==> config.mk <==
export PLATFORM = sky130hd
export DESIGN_NAME = counting_semaphore_table_unit
export DESIGN_NICKNAME = d
export VERILOG_FILES = /design/src/sv/cst_pkg.sv /design/src/sv/counting_semaphore_table_unit.sv /design/src/sv/cst_front.sv /design/src/sv/cst_back.sv
export SDC_FILE = /design/constraint.sdc
export NUM_CORES = 1
export LEC_CHECK = 0
export ABC_AREA = 0
export BUFFER_PORTS_ARGS = -buffer_cell sky130_fd_sc_hd__buf_4
export CORE_MARGIN = 10
export CORE_UTILIZATION = 27
export CTS_BUF_LIST = sky130_fd_sc_hd__clkbuf_16
export CTS_CLUSTER_DIAMETER = 30
export DETAILED_ROUTE_END_ITERATION = 7
export PLACE_DENSITY = 0.54
export SLEW_MARGIN = 20
export SYNTH_ARGS = -nofsm -noshare
export SYNTH_HDL_FRONTEND = slang
export SYNTH_HIERARCHICAL = 1
export SYNTH_SLANG_ARGS = --single-unit
export TNS_END_PERCENT = 100
==> constraint.sdc <==
create_clock -name clk_i -period 4.55 [get_ports clk_i]
set_clock_uncertainty 0.2 [all_clocks]
set_input_delay 0.455 -clock clk_i [delete_from_list [all_inputs] [get_ports clk_i]]
set_output_delay 0.455 -clock clk_i [all_outputs]
set_load 0.01 [all_outputs]
==> src/sv/cst_pkg.sv <==
// shared types and constants of the counting semaphore table
`timescale 1ns / 1ps
package cst_pkg;

  typedef enum logic [1:0] {
    CMD_CREATE  = 2'd0,
    CMD_POST    = 2'd1,
    CMD_ACQUIRE = 2'd2,
    CMD_NOP     = 2'd3
  } cmd_e;

  typedef enum logic [2:0] {
    ST_OK        = 3'd0,
    ST_BLOCKED   = 3'd1,
    ST_RANGE     = 3'd2,
    ST_UNALLOC   = 3'd3,
    ST_WAITER    = 3'd4,
    ST_NONE_FREE = 3'd5
  } status_e;

  typedef enum logic [2:0] {
    KIND_CREATE,
    KIND_POST,
    KIND_ACQUIRE,
    KIND_RANGE,
    KIND_NOP
  } kind_e;

  typedef struct packed {
    kind_e       kind;
    logic [7:0]  handle;
    logic [15:0] init_count;
    logic [7:0]  task_id;
  } op_t;

  typedef struct packed {
    logic valid;
    op_t  op;
  } head_t;

  localparam int unsigned GROUP_SIZE = 16;
  localparam logic signed [15:0] COUNT_MAX = 16'sd32767;
  localparam logic signed [15:0] COUNT_ZERO = 16'sd0;
  localparam logic signed [15:0] COUNT_ONE = 16'sd1;

endpackage

==> src/sv/counting_semaphore_table_unit.sv <==
// top level of the counting semaphore table
//
//   channel   ports                                           handshake
//   request   cmd_i handle_i init_count_i current_task_i      start_i && !busy_o
//   result    status_o new_handle_o wake_valid_o wake_task_o  done_o, one cycle
//
// post, acquire and bad requests are popped in S_IDLE and then finish in S_EXEC
// create is popped in S_IDLE, then S_SCAN walks the free flags one 16-entry group at a time
// the result is registered out of the final engine state and shows in the cycle after it, for one cycle only
// a two-entry queue takes requests while the engine works; busy_o when full
// reset clears allocated and waiter flags directly, no clearing pass
`timescale 1ns / 1ps
module counting_semaphore_table_unit #(
  parameter int NUM_SEMAPHORES = 16
) (
  input  logic               clk_i,
  input  logic               rst_ni,
  input  logic               start_i,
  output logic               busy_o,
  input  logic [1:0]         cmd_i,
  input  logic [7:0]         handle_i,
  input  logic signed [15:0] init_count_i,
  input  logic [7:0]         current_task_i,
  output logic               done_o,
  output logic [2:0]         status_o,
  output logic [3:0]         new_handle_o,
  output logic               wake_valid_o,
  output logic [7:0]         wake_task_o
);

  cst_pkg::head_t head;
  logic           pop;

  cst_front #(
    .NUM_SEMAPHORES(NUM_SEMAPHORES)
  ) u_front (
    .clk_i,
    .rst_ni,
    .start_i,
    .cmd_i,
    .handle_i,
    .init_count_i,
    .current_task_i,
    .busy_o,
    .head_o (head),
    .pop_i  (pop)
  );

  cst_back #(
    .NUM_SEMAPHORES(NUM_SEMAPHORES)
  ) u_back (
    .clk_i,
    .rst_ni,
    .head_i (head),
    .pop_o  (pop),
    .done_o,
    .status_o,
    .new_handle_o,
    .wake_valid_o,
    .wake_task_o
  );

endmodule

==> src/sv/cst_front.sv <==
// request classifier and two-entry request queue
`timescale 1ns / 1ps
module cst_front #(
  parameter int NUM_SEMAPHORES = 16
) (
  input  logic                  clk_i,
  input  logic                  rst_ni,
  input  logic                  start_i,
  input  logic [1:0]            cmd_i,
  input  logic [7:0]            handle_i,
  input  logic signed [15:0]    init_count_i,
  input  logic [7:0]            current_task_i,
  output logic                  busy_o,
  output cst_pkg::head_t        head_o,
  input  logic                  pop_i
);

  cst_pkg::op_t entry_q [2];
  cst_pkg::op_t entry_d;
  logic         wr_ptr_q, wr_ptr_d;
  logic         rd_ptr_q, rd_ptr_d;
  logic [1:0]   fill_q, fill_d;
  logic         push;
  logic         in_range;

  assign in_range = {1'b0, handle_i} < 9'(NUM_SEMAPHORES);

  always_comb begin
    entry_d.handle     = handle_i;
    entry_d.init_count = init_count_i;
    entry_d.task_id    = current_task_i;
    case (cst_pkg::cmd_e'(cmd_i))
      cst_pkg::CMD_CREATE:  entry_d.kind = cst_pkg::KIND_CREATE;
      cst_pkg::CMD_POST:    entry_d.kind = in_range ? cst_pkg::KIND_POST : cst_pkg::KIND_RANGE;
      cst_pkg::CMD_ACQUIRE: entry_d.kind = in_range ? cst_pkg::KIND_ACQUIRE
                                                    : cst_pkg::KIND_RANGE;
      default:              entry_d.kind = cst_pkg::KIND_NOP;
    endcase
  end

  assign busy_o = fill_q == 2'd2;
  assign push   = start_i && !busy_o;

  always_comb begin
    wr_ptr_d = push ? !wr_ptr_q : wr_ptr_q;
    rd_ptr_d = pop_i ? !rd_ptr_q : rd_ptr_q;
    fill_d   = fill_q;
    if (push && !pop_i) begin
      fill_d = fill_q + 2'd1;
    end else if (pop_i && !push) begin
      fill_d = fill_q - 2'd1;
    end
  end

  always_ff @(posedge clk_i or negedge rst_ni) begin
    if (!rst_ni) begin
      wr_ptr_q <= 1'b0;
      rd_ptr_q <= 1'b0;
      fill_q   <= 2'd0;
    end else begin
      wr_ptr_q <= wr_ptr_d;
      rd_ptr_q <= rd_ptr_d;
      fill_q   <= fill_d;
    end
  end

  always_ff @(posedge clk_i) begin
    if (push) begin
      entry_q[wr_ptr_q] <= entry_d;
    end
  end

  assign head_o.valid = fill_q != 2'd0;
  assign head_o.op    = entry_q[rd_ptr_q];

endmodule

==> src/sv/cst_back.sv <==
// semaphore table and request execution engine
`timescale 1ns / 1ps
module cst_back #(
  parameter int NUM_SEMAPHORES = 16
) (
  input  logic               clk_i,
  input  logic               rst_ni,
  input  cst_pkg::head_t     head_i,
  output logic               pop_o,
  output logic               done_o,
  output logic [2:0]         status_o,
  output logic [3:0]         new_handle_o,
  output logic               wake_valid_o,
  output logic [7:0]         wake_task_o
);

  localparam int IDX_W  = (NUM_SEMAPHORES > 1) ? $clog2(NUM_SEMAPHORES) : 1;
  localparam int GROUPS = (NUM_SEMAPHORES + cst_pkg::GROUP_SIZE - 1) / cst_pkg::GROUP_SIZE;
  localparam int GRP_W  = (GROUPS > 1) ? $clog2(GROUPS) : 1;
  localparam int SCAN_W = GRP_W + 4;
  localparam logic [GRP_W-1:0] LAST_GRP = GRP_W'(GROUPS - 1);

  typedef enum logic [2:0] {
    S_IDLE = 3'b001,
    S_SCAN = 3'b010,
    S_EXEC = 3'b100
  } state_e;

  state_e state_q, state_d;
  logic [GRP_W-1:0] grp_q, grp_d;
  cst_pkg::op_t op_q;

  logic [NUM_SEMAPHORES-1:0] alloc_q;
  logic [NUM_SEMAPHORES-1:0] wv_q;
  logic signed [15:0] cnt_mem [NUM_SEMAPHORES];
  logic [7:0]         task_mem [NUM_SEMAPHORES];
  logic signed [15:0] cnt_rd_q;
  logic [7:0]         task_rd_q;

  logic [GROUPS-1:0][15:0] alloc_grp;
  logic [15:0]        slice;
  logic               slice_free;
  logic [3:0]         pos;
  logic [SCAN_W-1:0]  found_scan;
  logic [IDX_W-1:0]   found_idx;
  logic [IDX_W-1:0]   op_idx;
  logic [IDX_W-1:0]   upd_idx;
  logic [IDX_W-1:0]   rd_idx;

  logic               alloc_set, wv_set, wv_clr;
  logic               cnt_we, task_we;
  logic signed [15:0] cnt_wdata;
  logic signed [15:0] cnt_inc;

  logic               done_d;
  cst_pkg::status_e   status_d;
  logic [3:0]         nh_d;
  logic               wake_d;
  logic [7:0]         wt_d;

  assign op_idx = op_q.handle[IDX_W-1:0];
  assign rd_idx = head_i.op.handle[IDX_W-1:0];

  // entries past the table read as taken
  always_comb begin
    for (int g = 0; g < GROUPS; g++) begin
      for (int b = 0; b < 16; b++) begin
        if (g * 16 + b < NUM_SEMAPHORES) begin
          alloc_grp[g][b] = alloc_q[g * 16 + b];
        end else begin
          alloc_grp[g][b] = 1'b1;
        end
      end
    end
  end

  assign slice      = alloc_grp[grp_q];
  assign slice_free = ~&slice;

  always_comb begin
    pos = 4'd0;
    for (int i = 15; i >= 0; i--) begin
      if (!slice[i]) begin
        pos = 4'(i);
      end
    end
  end

  assign found_scan = {grp_q, pos};
  assign found_idx  = found_scan[IDX_W-1:0];
  assign upd_idx    = (state_q == S_SCAN) ? found_idx : op_idx;

  assign cnt_inc = (cnt_rd_q < cst_pkg::COUNT_MAX) ? cnt_rd_q + cst_pkg::COUNT_ONE : cnt_rd_q;

  always_comb begin
    state_d   = state_q;
    grp_d     = grp_q;
    pop_o     = 1'b0;
    done_d    = 1'b0;
    status_d  = cst_pkg::ST_OK;
    nh_d      = 4'd0;
    wake_d    = 1'b0;
    wt_d      = 8'd0;
    alloc_set = 1'b0;
    wv_set    = 1'b0;
    wv_clr    = 1'b0;
    cnt_we    = 1'b0;
    task_we   = 1'b0;
    cnt_wdata = cnt_rd_q;
    case (state_q)
      S_IDLE: begin
        if (head_i.valid) begin
          pop_o = 1'b1;
          grp_d = '0;
          state_d = (head_i.op.kind == cst_pkg::KIND_CREATE) ? S_SCAN : S_EXEC;
        end
      end
      S_SCAN: begin
        if (slice_free) begin
          alloc_set = 1'b1;
          wv_clr    = 1'b1;
          cnt_we    = 1'b1;
          cnt_wdata = $signed(op_q.init_count);
          done_d    = 1'b1;
          nh_d      = found_scan[3:0];
          state_d   = S_IDLE;
        end else if (grp_q == LAST_GRP) begin
          done_d   = 1'b1;
          status_d = cst_pkg::ST_NONE_FREE;
          state_d  = S_IDLE;
        end else begin
          grp_d = grp_q + 1'b1;
        end
      end
      S_EXEC: begin
        done_d  = 1'b1;
        state_d = S_IDLE;
        case (op_q.kind)
          cst_pkg::KIND_RANGE: status_d = cst_pkg::ST_RANGE;
          cst_pkg::KIND_POST: begin
            if (!alloc_q[op_idx]) begin
              status_d = cst_pkg::ST_UNALLOC;
            end else begin
              cnt_we    = 1'b1;
              cnt_wdata = cnt_inc;
              if (cnt_inc > cst_pkg::COUNT_ZERO && wv_q[op_idx]) begin
                cnt_wdata = cnt_inc - cst_pkg::COUNT_ONE;
                wake_d    = 1'b1;
                wt_d      = task_rd_q;
                wv_clr    = 1'b1;
              end
            end
          end
          cst_pkg::KIND_ACQUIRE: begin
            if (!alloc_q[op_idx]) begin
              status_d = cst_pkg::ST_UNALLOC;
            end else if (wv_q[op_idx]) begin
              status_d = cst_pkg::ST_WAITER;
            end else if (cnt_rd_q <= cst_pkg::COUNT_ZERO) begin
              wv_set   = 1'b1;
              task_we  = 1'b1;
              status_d = cst_pkg::ST_BLOCKED;
            end else begin
              cnt_we    = 1'b1;
              cnt_wdata = cnt_rd_q - cst_pkg::COUNT_ONE;
            end
          end
          default: status_d = cst_pkg::ST_OK;
        endcase
      end
      default: state_d = S_IDLE;
    endcase
  end

  always_ff @(posedge clk_i or negedge rst_ni) begin
    if (!rst_ni) begin
      state_q <= S_IDLE;
      grp_q   <= '0;
      done_o  <= 1'b0;
      alloc_q <= '0;
      wv_q    <= '0;
    end else begin
      state_q <= state_d;
      grp_q   <= grp_d;
      done_o  <= done_d;
      if (alloc_set) begin
        alloc_q[upd_idx] <= 1'b1;
      end
      if (wv_set) begin
        wv_q[upd_idx] <= 1'b1;
      end else if (wv_clr) begin
        wv_q[upd_idx] <= 1'b0;
      end
    end
  end

  always_ff @(posedge clk_i) begin
    if (pop_o) begin
      op_q      <= head_i.op;
      cnt_rd_q  <= cnt_mem[rd_idx];
      task_rd_q <= task_mem[rd_idx];
    end
    if (cnt_we) begin
      cnt_mem[upd_idx] <= cnt_wdata;
    end
    if (task_we) begin
      task_mem[upd_idx] <= op_q.task_id;
    end
    status_o     <= status_d;
    new_handle_o <= nh_d;
    wake_valid_o <= wake_d;
    wake_task_o  <= wt_d;
  end

endmodule

Word level (Yosys, flattened, before mapping)
Memory sizes are Yosys's and may differ from the RTL's. A register that Yosys moved wholly into a read port is not among the register bits.
Cells that the tools add are included.
{"block": "word_totals", "wordCells": 156, "ramBits": 454, "out_inout_bits": 18, "inputBits": 37, "mem_count": 3, "ff_bits": 88}
{"name": "u_back.cnt_mem", "depth": 16, "word_bits": 16, "rd": 1, "rd_clocked_by_memory_dff": 1, "wr": 1, "line": "cst_back.sv:35", "source": "logic signed [15:0] cnt_mem [NUM_SEMAPHORES];"}
{"name": "u_back.task_mem", "depth": 16, "word_bits": 8, "rd": 1, "rd_clocked_by_memory_dff": 1, "wr": 1, "line": "cst_back.sv:36", "source": "logic [7:0] task_mem [NUM_SEMAPHORES];"}
{"name": "u_front.entry_q", "depth": 2, "word_bits": 35, "rd": 1, "rd_clocked_by_memory_dff": 0, "wr": 1, "line": "cst_front.sv:18", "source": "cst_pkg::op_t entry_q [2];"}
{"block": "classes", "addsub": 6, "bitwise_logic": 5, "order_cmp": 8, "n_mux": 85, "eq_ne": 12, "n_reduce_logical": 21}
{"operator": "two-way mux 16 bit", "n": 10}
{"operator": "two-way mux 4 bit", "n": 17}
{"operator": "case mux 16 bit (2 select lines)", "n": 2}
{"operator": "two-way mux 1 bit", "n": 32}
{"operator": "OR 16 bit", "n": 2}
{"operator": "subtractor 16 x 2 -> 16 bit, second input constant", "n": 2}
{"operator": "two-way mux 3 bit", "n": 8}
{"operator": "case mux 3 bit (3 select lines)", "n": 2}
{"operator": "adder 16 x 2 -> 16 bit, second input constant", "n": 1}
{"operator": "bitwise AND 16 bit", "n": 1}
{"operator": "> comparator 16 x 1 -> 1 bit, second input constant", "n": 1}
{"operator": "less-or-equal comparator 16 x 1 -> 1 bit, second input constant", "n": 1}
{"operator": "< comparator 16 bit, second input constant", "n": 1}
{"operator": "NOT 16 bit", "n": 1}
{"operator": "AND reduction 16 bit", "n": 1}
{"operator": "case mux 3 bit (2 select lines)", "n": 2}
{"operator": "< comparator 4 x 5 -> 1 bit, second input constant", "n": 2}
{"operator": "case mux 1 bit (2 select lines)", "n": 5}
{"operator": "== test 3 x 2 -> 1 bit, second input constant", "n": 3}
{"operator": "binary-select mux 1 bit (select 4 bit)", "n": 2}
{"operator": "< comparator 8 x 5 -> 1 bit, second input constant", "n": 1}
{"operator": "two-way mux 2 bit", "n": 4}
{"operator": "nonzero test 2 bit", "n": 4}
{"operator": "== test 3 x 1 -> 1 bit, second input constant", "n": 2}
{"operator": "other kinds (21)", "n": 30}

Logic depth before layout (Yosys ltp)
Gate-level depths: netlist (run 1).
{"block": "logic_depth", "depth_word": 27, "ltp_mapped": 12, "ltp_nobuf": 11}

By module
Netlist (run 1), hierarchy kept.
{"module": "cst_back", "n_inst": 1, "seq_area_each_um2": 14405.1, "area_per_inst_um2": 20420.8, "cells_per_inst": 1134}
{"module": "cst_front", "n_inst": 1, "seq_area_each_um2": 2202.1, "area_per_inst_um2": 2909.0, "cells_per_inst": 134}

Worst setup path after synthesis (run 1)
OpenSTA, ideal clock, no wires.
{"block": "synth_timing", "kind": "flip-flop to flip-flop", "startpoint": "reg u_back.op_q (netlist bit u_back/op_idx[0])", "endpoint": "mem u_back.cnt_mem[12][0] (enable)", "n_path_buf": 2, "setup_slack_ns": 0.287, "setup_ns": 0.409, "period_less_slack_ns": 4.263, "path_stages_with_launch": 10, "required_ns": 3.941, "arrival_time_ns": 3.654, "cell_sequence": "edfxtp_1 buf_2 mux4_2 mux4_2 a311oi_2 nand2_1 o21ai_1 a21oi_1 clkbuf_1 nor3_1"}
{"block": "synth_between", "elab_chain_len": 8, "elab_cells_between_ends": 12, "cone_classes": "mux (12)"}
{"element": "start, declared", "line": "cst_back.sv:31", "source": "cst_pkg::op_t op_q;"}
{"element": "start signal, assigned", "line": "cst_back.sv:199", "source": "op_q <= head_i.op;"}
{"element": "binary-select mux 1 bit (select 4 bit)", "line": "cst_back.sv:157", "source": "end else if (wv_q[op_idx]) begin"}
{"element": "two-way mux 1 bit (implied by the code)", "line": "cst_back.sv:157"}
{"element": "two-way mux 1 bit", "line": "cst_back.sv:157"}
{"element": "two-way mux 1 bit", "line": "cst_back.sv:155", "source": "if (!alloc_q[op_idx]) begin"}
{"element": "case mux 1 bit (2 select lines)", "line": "cst_back.sv:138", "source": "case (op_q.kind)"}
{"element": "case mux 1 bit (2 select lines)", "line": "cst_back.sv:110", "source": "case (state_q)"}
{"element": "two-way mux 1 bit", "line": "cst_back.sv:203", "source": "if (cnt_we) begin"}
{"element": "two-way mux 1 bit (implied by the code)", "line": "cst_back.sv:204", "source": "cnt_mem[upd_idx] <= cnt_wdata;"}
{"element": "end, declared", "line": "cst_back.sv:35"}
Parallel ways exist; a longest one is shown, timed or not. The select of a mux whose other input is x is not followed.

Worst setup path after layout (run 1)
{"block": "layout_timing", "startpoint": "reg u_back.op_q (netlist bit u_back/op_idx[0])", "endpoint": "mem u_back.cnt_mem[1][3], data pin"}
{"block": "layout_between", "elab_chain_len": 7, "elab_cells_between_ends": 11, "cone_classes": "mux (10); reduce/logical (1)"}
{"element": "binary-select mux 1 bit (select 4 bit)", "line": "cst_back.sv:146, cst_back.sv:157"}
{"element": "two-way mux 1 bit (implied by the code)", "line": "cst_back.sv:146, cst_back.sv:157"}
{"element": "logical AND 1 bit", "line": "cst_back.sv:146", "source": "if (cnt_inc > cst_pkg::COUNT_ZERO && wv_q[op_idx]) begin"}
{"element": "two-way mux 16 bit", "line": "cst_back.sv:146"}
{"element": "two-way mux 16 bit", "line": "cst_back.sv:141", "source": "if (!alloc_q[op_idx]) begin"}
{"element": "case mux 16 bit (2 select lines) (*)", "line": "cst_back.sv:138"}
{"element": "case mux 16 bit (2 select lines) (*)", "line": "cst_back.sv:110"}
{"element": "named net u_back.cnt_wdata[3]", "line": "cst_back.sv:52", "source": "logic signed [15:0] cnt_wdata;"}
The timed path passes the listed nets; every way through them passes the cells marked *. The select of a mux whose other input is x is not followed.

==> run metrics, run 1 <==
Global Route Usage Sum 11.7%; H-Tree Level Count 3; Final GP Congestion ~0.88; setup TNS 0 ps; WL final 57400 µm; CP startpoint kind flop; Initial Util 27.1%; Routed WL per cell 21.3 µm; clock net sink count roughly 560; Reg2Reg Depth 8; vias in the first global route 13.4k; Worst Setup Slack, final 306 ps; commonest non-fill, non-tap cell in the layout edfxtp_1; First-pass DRT Iterations 5; Num CTS Buffers around 110; proportion of layout cells with a drive suffix above 1 34.3%; clock share of power ~40%; first-pass GRT wire length 86700 µm; final setup vio count 0; post_cts resized 0; Ys Warns 6; # hold bufs at CTS 33; clock insertion delay at the later pin of the skew report 650 ps; MaxCap Viol Count 0; RSZ-0062 raised after global routing false; largest net degree at the start of global routing 44; CP Max Fanout 16; Period minus WS final 4240 ps; final hold viol count 0; Flop pwr share 36.7%; Detailed Place HPWL 35400 µm; ant diodes 0; vias post-DR 12.8k; CTS tree done; Mapped Cells 1256; flop2flop setup slack 310 ps; pre-CTS setup slack 385 ps; peak supply drop 453 µV; clock buffer depth 3; worst path arrival time 4370 ps; Mapped Nets around 1.3k; core area 0.0849 mm²; fin nets around 1.5k; Hold Crit Depth 3; FMAX between 200 and 250 MHz; I/O Pins 55; Setup crit end kind flop; Sw Ratio 29.9%; commonest cells after routing, fill and taps aside edfxtp_1 (501), buf_4 (140), mux4_2 (130), clkbuf_16 (106), nand2_1 (47); mapped cell area 0.0230 mm²; area of the die around 0.097 mm²; Die Ht around 310 µm; Tcrit/Tclk final 93.3%; R2R Path Start u_back/op_idx[0]; P_leak approximately 0.01 µW; Syn Area/Cell about 18 µm²; CTS clk-pin slew, worst paths 50 ps; fillers a little over 8k; die width 312 µm; CTS Root Cell clkbuf_16; WHS Endpoint u_front/entry_q[1][33]; Avg Vias per Cell about 4.7; worst-margin pin slew 1140 ps; initial antenna violation count 1; WS Path Type reg2reg; Comb power frac 23.7%; Switch Pwr approximately 6000 µW; Worst Hold Class in2reg; DR iter-0 viols 996; critical path required time between 4000 and 5000 ps; gr ovfl total 0; P_int 14300 µW; Power Density 691 mW/mm²; status finished clean; Area growth syn-to-layout 27.7%; Post-CTS Setup Inserts 0; hold wc startpoint handle_i[5]; Critical R2R Capture u_back/cnt_mem[1][3]; IO Port Bufs 54; Worst slew margin 24.3%; DRC 0; row count ~110; Max Slew Vio Count 0; Reg area 0.0164 mm²; Antenna Nets Post-Route 0; footprint of the multi-input gates 0.00630 mm²
[metrics by stage]
step           utilization (%)  hold slack, ps  std cells  power (µW)  instance area, µm²
5_1_grt                   34.7            72.1       2702       21200               29400
2_1_floorplan                -           -40.6       1256       10600               23000
3_3_place_gp              29.8             255       2468       12300               25300
3_5_place_dp              29.8             251       2468       12400               25300
6_report                  34.7             100       2702       20300               29400
4_1_cts                   34.6            60.4       2701       20600               29400
[area by class of cell]
type                    count  share of cell area, %
clock buffers             106                   9.01
clock inverters            94                   3.82
inverters                  23                  0.293
multi-input cells         601                   21.4
flip-flops and latches    557                   55.6
well taps                1144                   4.86
repair buffers            177                   4.97
[worst max path at each step]
stage,end,startpoint,depth (start not counted)
final,u_back/cnt_mem[1][3],u_back/op_idx[0],8
after floorplan,u_back/cnt_mem[12][0],u_back/op_idx[0],9
after global placement,u_back/cnt_mem[4][3],u_back/op_idx[0],8
after CTS,u_back/cnt_mem[0][3],u_back/op_idx[0],8
after detailed placement,u_back/cnt_mem[4][3],u_back/op_idx[0],8
after global routing,u_back/cnt_mem[0][3],u_back/op_idx[0],8
[per-layer routing]
layer	GRT usage [%]	vias up	share of wire [%]
li1	-	5572	-
met2	19.0	423	49
met1	15.3	6681	43
met5	0	-	0.023
met4	4.14	2	2.4
met3	2.46	99	5.7
[power by group through the flow]
stage / sequential (µW) / clock (µW) / combinational, µW
2_1_floorplan: 7280 / 0 / 3330
6_report: 7450 / 8050 / 4830
5_1_grt: 7540 / 8470 / 5190
3_3_place_gp: 7520 / 0 / 4780
4_1_cts: 7460 / 8200 / 4890
3_5_place_dp: 7550 / 0 / 4850
[sequential cells by signal, summed over array words and instances, names as in the netlist, named ones only]
signal,count
u_front/fill_q,2
u_back/wake_task_o,8
u_back/new_handle_o,4
u_back/cnt_mem,256
u_back/done_o,1
u_back/alloc_grp,16
u_back/cnt_rd_q,16
u_back/op_q,27
u_front/entry_q,62
u_back/wake_valid_o,1
u_back/task_mem,128
u_back/task_rd_q,8
u_front/wr_ptr_q,1
u_back/status_o,3
u_back/state_q,3
u_front/rd_ptr_q,1
u_back/op_idx,4
[critical path, cell delays in order (launching register included)]
cell,delay (ps)
edfxtp_1,560
mux4_2,550
mux4_2,590
a311oi_2,420
and2_4,310
mux2_1,330
a221oi_1,490
o22ai_1,140
a21o_1,320
Power figures use the tool's default switching activity.
==> run 2: changes to the inputs <==
--- a/config.mk
+++ b/config.mk
@@ -12,7 +12,9 @@
 export CTS_BUF_LIST = sky130_fd_sc_hd__clkbuf_16
 export CTS_CLUSTER_DIAMETER = 30
 export DETAILED_ROUTE_END_ITERATION = 7
+export HOLD_SLACK_MARGIN = 0.12
 export PLACE_DENSITY = 0.54
+export RECOVER_POWER = 100
 export SLEW_MARGIN = 20
 export SYNTH_ARGS = -nofsm -noshare
 export SYNTH_HDL_FRONTEND = slang
==> run 2 against run 1 <==
  * The run now ends with max-capacitance violations, max-slew violations left
  * First-iteration DRC count shrank 2.7%
  * Via count shrank 0.56%
  * Power shrank 0.97%
  * Critical path depth grew 1
  * Count of clock-buffer cells in the layout is the same
  * Design area shrank 1.3%
  * Cell count is essentially flat
  * Core utilization shrank 0.43 points
  * Die area is the same
  * Routed wire length is essentially flat
  * Highest routed layer unchanged
==> run metrics, run 2 (synthesized netlist as in run 1, its figures left out) <==
row count 107 (unchanged); Global Route Usage Sum 11.7% (about the same); Avg Vias per Cell 4.70 (-0.63%); clock insertion delay at the later pin of the skew report 650 ps (about the same); First-pass DRT Iterations 5 (unchanged); commonest non-fill, non-tap cell in the layout edfxtp_1; Worst slew margin -48.9% (-73 points); CP Max Fanout 16 (unchanged); Initial Util 27.1% (unchanged); R2R Path Start u_back/op_idx[0]; critical path required time 4620 ps (-60 ps); Final GP Congestion 0.876 (unchanged); Tcrit/Tclk final 94.3% (+1.0 points); area of the die 0.0974 mm² (unchanged); CTS clk-pin slew, worst paths 50 ps (about the same); first-pass GRT wire length 86700 µm (about the same); largest net degree at the start of global routing 44 (unchanged); setup TNS 0 ps (unchanged); core area 0.0849 mm² (unchanged); Antenna Nets Post-Route 0 (unchanged); met1 GRT Util 15.3% (about the same); WL final 57400 µm (about the same); Reg area 0.0164 mm² (about the same); peak supply drop 452 µV (-0.22%); Power Density 693 mW/mm² (+0.28%); Detailed Place HPWL 35400 µm (unchanged); footprint of the multi-input gates 0.00617 mm² (-2.1%); proportion of layout cells with a drive suffix above 1 28.6% (-5.7 points); DRC 0 (unchanged); P_leak 0.00964 µW (-3.4%); fin nets 1511 (+0.13%); Max Slew Vio Count 155 (+155); Hold Crit Depth 1 (-2); H-Tree Level Count 3 (unchanged); CTS Root Cell clkbuf_16; crit path from u_back/op_idx[0]; Worst Hold Class reg2reg; worst-margin pin slew 2230 ps (+1100 ps); fillers 8130 (+1.0%); RSZ-0062 raised after global routing false; met3 GRT Util 2.46% (unchanged); most flop-heavy register u_back/cnt_mem; max reg flops 256 (unchanged); FMAX 233 MHz (-1.1%); WS Path Type reg2reg; clock net sink count 557 (unchanged); Layout Cell Area excl Fill 0.0291 mm² (-1.3%); vias in the first global route 13.4k (+0.067%); global route hottest layer met2; DR iter-0 viols 969 (-2.7%); die width 312 µm (unchanged); worst path arrival time 4360 ps (about the same); flop2flop setup slack 260 ps (-50 ps); MaxCap Viol Count 5 (+5); Die Ht 312 µm (unchanged); clock buffer depth 3 (unchanged); met2 Use GR 19.0% (+0.020 points); Core Util, Final 34.2% (-0.43 points); failing checks max-capacitance violations, max-slew violations; final setup vio count 0 (unchanged); commonest cells after routing, fill and taps aside edfxtp_1 (501), mux4_2 (130), clkbuf_16 (106), clkbuf_1 (50), nand2_1 (47); Reg2Reg Depth 9 (+1); post_cts resized 0 (unchanged); Largest regs u_back/cnt_mem (256), u_back/task_mem (128), u_front/entry_q (62); initial antenna violation count 1 (unchanged); status complete, but fails checks; gr ovfl total 0 (unchanged); I/O Pins 55 (unchanged); Setup crit end kind flop; Routed WL per cell 21.2 µm (-0.15%); vias post-DR 12.7k (-0.56%); CP startpoint kind flop; IO Port Bufs 54 (unchanged); Num CTS Buffers 106 (unchanged); Period minus WS final 4290 ps (+47.3 ps); CTS tree done; Area growth syn-to-layout 26.1%; final hold viol count 0 (unchanged); ant diodes 0 (unchanged); dpl cell area 0.0253 mm² (unchanged); hold wc startpoint u_back/task_rd_q[1]
run 2: cell count changes in the layout (fill, tap and decap cells not counted), sizes merged:
| cell | change |
|---|---|
| buf | -95 |
| clkbuf | +95 |
| dlygate4sd3 | +2 |
run 2: report_power, final:
part           internal [µW]  switching, µW  total [µW]
clock network           5320           2720        8040
logic                   1850           2780        4630
registers               6940            524        7460
total                  14100           6020       20100
run 2: metrics by stage:
step	setup WS [ps]	instances	hold WS [ps]	power, µW
floorplan	287	1256	-40.6	10600
global placement	482	2468	255	12300
detailed placement	385	2468	251	12400
CTS	365	2703	132	20600
global route	71.7	2704	292	21000
finish	258	2704	273	20100
run 2: final timing paths:
| kind | end |
|---|---|
| setup / recovery | u_back/cnt_mem[2][11] |
| hold / removal | u_back/wake_task_o[1] |
| setup reg to reg | u_back/cnt_mem[2][11] |
| hold reg to reg | u_back/wake_task_o[1] |
| max in group asynchronous | asynchronous set/reset pin |
| min in group asynchronous | asynchronous set/reset pin |
run 2: repair_timing:
item | CTS | global route
setup buffers | 0 | 0
hold buffers | 35 | 0
endpoints found under the hold margin | 103 | 0
run 2: layer usage:
layer,vias to the layer above,routed length (µm)
li1,5593,-
met1,6603,24600
met2,410,28300
met3,98,3090
met4,2,1400
met5,-,13
run 2: area by class of cell:
class | count | share of cell area, %
Sequential cell | 557 | 56.3
Multi-Input combinational cell | 601 | 21.2
Clock buffer | 106 | 9.13
Tap cell | 1144 | 4.93
Timing Repair Buffer | 179 | 4.22
Clock inverter | 94 | 3.87
Inverter | 23 | 0.297
run 2: worst max-delay path: stages, from the launching register on:
cell,delay [ps]
edfxtp_1,560
mux4_2,550
mux4_2,590
a311oi_2,420
nand2_1,170
o21ai_0,340
a21oi_1,150
buf_4,230
nor3_2,90
buf_2,570
==> run 3: changes to the inputs <==
--- a/config.mk
+++ b/config.mk
@@ -13,9 +13,8 @@
 export CTS_CLUSTER_DIAMETER = 30
 export DETAILED_ROUTE_END_ITERATION = 7
 export HOLD_SLACK_MARGIN = 0.12
-export PLACE_DENSITY = 0.54
+export PLACE_DENSITY = 0.53
 export RECOVER_POWER = 100
-export SLEW_MARGIN = 20
 export SYNTH_ARGS = -nofsm -noshare
 export SYNTH_HDL_FRONTEND = slang
 export SYNTH_HIERARCHICAL = 1
==> constraint.sdc (replaced) <==
create_clock -name clk_i -period 4.5 [get_ports clk_i]
set_clock_uncertainty 0.2 [all_clocks]
set_input_delay 0.45 -clock clk_i [delete_from_list [all_inputs] [get_ports clk_i]]
set_output_delay 0.45 -clock clk_i [all_outputs]
set_load 0.01 [all_outputs]
==> run 3 against run 2 <==
  * The flow still finishes with violations (max-capacitance violations, max-slew violations)
  * Die area stayed put
  * Routed wire length is 2.7% lower
  * Combinational power is 3% lower
  * Maximum frequency is 0.53% lower
  * Critical path type unchanged
  * Critical endpoint is now u_back/cnt_mem[5][3]
  * Largest cell class unchanged
==> run metrics, run 3 (synthesized netlist as in run 1, its figures left out) <==
CP cell instances mux4_2, mux4_2, a311oi_1, nand2_1, o21ai_0, a21oi_1, or2_1, nor2_2, clkbuf_4; # placed instances 2469 (+0.041%); final hold viol count 0 (unchanged); I/O Pins 55 (unchanged); CTS Root Cell clkbuf_16; Routed WL per cell 20.8 µm (-2.1%); Final GP Congestion 0.884 (+0.87%); row count 107 (unchanged); max reg flops 256 (unchanged); Area growth syn-to-layout 24.3%; CTS tree done; DR iter-0 viols 1064 (+9.8%); worst path arrival time 4390 ps (+30 ps); Die Ht 312 µm (unchanged); final setup vio count 0 (unchanged); Initial Util 27.1% (unchanged); first-pass GRT wire length 85200 µm (-1.8%); FMAX 232 MHz (-0.53%); Top cell by count, worst path mux4_2; Reg2Reg Depth 9 (unchanged); vias post-DR 12.6k (-1.1%); Tcrit/Tclk final 95.9% (+1.6 points); WL final 55900 µm (-2.7%); peak supply drop 352 µV (-22%); Setup crit end kind flop; most flop-heavy register u_back/cnt_mem; commonest non-fill, non-tap cell in the layout edfxtp_1; Critical R2R Capture u_back/cnt_mem[5][3]; flop2flop setup slack 190 ps (-70 ps); RSZ-0062 raised after global routing false; clock buffer depth 3 (unchanged); status complete, but fails checks; Num CTS Buffers 100 (-5.7%); First-pass DRT Iterations 5 (unchanged); WS Path Type reg2reg; Avg Vias per Cell 4.67 (-0.55%); worst-margin pin slew 3130 ps (+897 ps); ant diodes 0 (unchanged); vias in the first global route 13.5k (+0.36%); Hold Crit Depth 1 (unchanged); pre-CTS setup slack 398 ps (+12.7 ps); CTS clk-pin slew, worst paths 50 ps (about the same); cell family with most CP delay multiplexers; H-Tree Level Count 3 (unchanged); CP startpoint kind flop; Period minus WS final 4310 ps (+22.9 ps); R2R Path Start u_back/op_idx[0]; Worst Setup Slack, final 185 ps (-72.9 ps); CP max stage cell a311oi_1; clock insertion delay at the later pin of the skew report 630 ps (-20 ps); hold wc startpoint u_back/task_rd_q[4]; CP Max Fanout 16 (unchanged); Worst slew margin -109% (-61 points); Antenna Nets Post-Route 0 (unchanged); gr ovfl total 0 (unchanged); initial antenna violation count 0 (-1); worst path bufs/invs 1 (-1); failing checks max-capacitance violations, max-slew violations; commonest cells after routing, fill and taps aside edfxtp_1 (501), mux4_2 (130), clkbuf_16 (104), clkbuf_1 (50), nand2_1 (47); setup TNS 0 ps (unchanged); IO Port Bufs 54 (unchanged); fin nets 1505 (-0.40%); MaxCap Viol Count 3 (-2); WHS Endpoint u_back/wake_task_o[4]; post_cts resized 0 (unchanged); largest net degree at the start of global routing 45 (+2.3%); critical path required time 4570 ps (-50 ps); DRC 0 (unchanged); Worst Hold Class reg2reg; clock net sink count 557 (unchanged); core area 0.0849 mm² (unchanged); Post-Layout Cell Count 2690 (-0.52%); Max Slew Vio Count 105 (-32%); Global Route Usage Sum 11.4% (-0.26 points); proportion of layout cells with a drive suffix above 1 26.8% (-1.8 points); fillers 8134 (+0.049%); die width 312 µm (unchanged); Crit path largest cell delay 580 ps (about the same); area of the die 0.0974 mm² (unchanged); P_leak 0.00948 µW (-1.6%); Detailed Place HPWL 35200 µm (-0.52%); Largest regs u_back/cnt_mem (256), u_back/task_mem (128), u_front/entry_q (62); Power Density 682 mW/mm² (-1.5%)
[run 3: cell types whose count changed in the layout (fill, tap and decap cells not counted), moves of 3 or more]
cell,before,now
nor3_2,8,3
clkbuf_4,30,41
clkinv_1,11,16
clkinv_8,3,0
buf_2,3,0
inv_1,31,36
bufinv_16,18,13
inv_6,6,3
buf_4,43,31
clkinv_4,14,7
nor3_1,25,30
clkbuf_2,15,20
[run 3: area by class of cell]
cell class / count / area [µm²] / share of cell area [%]
Sequential cell: 557 / 16400 / 57.2
Clock inverter: 82 / 805 / 2.81
Timing Repair Buffer: 179 / 1220 / 4.26
Clock buffer: 104 / 2600 / 9.09
Tap cell: 1144 / 1430 / 5.00
Inverter: 23 / 86.3 / 0.302
Multi-Input combinational cell: 601 / 6120 / 21.4
[run 3: how the worst max path moves through the flow]
stage	start	cells after the start	to	slack, ps
after floorplan	u_back/op_idx[0]	9	u_back/cnt_mem[12][0]	240
after global placement	u_back/cnt_rd_q[10]	14	u_back/cnt_mem[14][15]	540
after detailed placement	u_back/op_idx[0]	9	u_back/cnt_mem[13][7]	400
after CTS	u_back/op_idx[0]	9	u_back/cnt_mem[10][7]	400
after global routing	u_back/op_idx[0]	9	u_back/cnt_mem[5][3]	40
final	u_back/op_idx[0]	9	u_back/cnt_mem[5][3]	190
[run 3: through the flow]
step	cell area (µm²)	util (%)	hold slack (ps)	power, µW
final	28600	33.7	253	19500
after global routing	28600	33.7	282	20500
after CTS	29100	34.2	144	20000
after detailed placement	25300	29.8	237	12500
after global placement	25300	29.8	244	12400
after floorplan	23000	-	-45.6	10700
[run 3: timing repair]
item,CTS,global route
hold buffers,35,0
endpoints found under the hold margin,103,0
buffers inserted,0,0
[run 3: layer usage]
metal,routed length (µm),share of wire (%),global-route usage [%],vias to the layer above
met2,27700,50,19.1,400
met5,0,0,0,-
met1,23600,42,14.6,6503
li1,-,-,-,5572
met3,3300,5.9,2.84,96
met4,1230,2.2,3.38,0
[run 3: report_power, final]
| part | switching (µW) | internal (µW) |
|---|---|---|
| sequential | 585 | 7020 |
| clock | 2490 | 4920 |
| combinational | 2720 | 1790 |
| total | 5790 | 13700 |
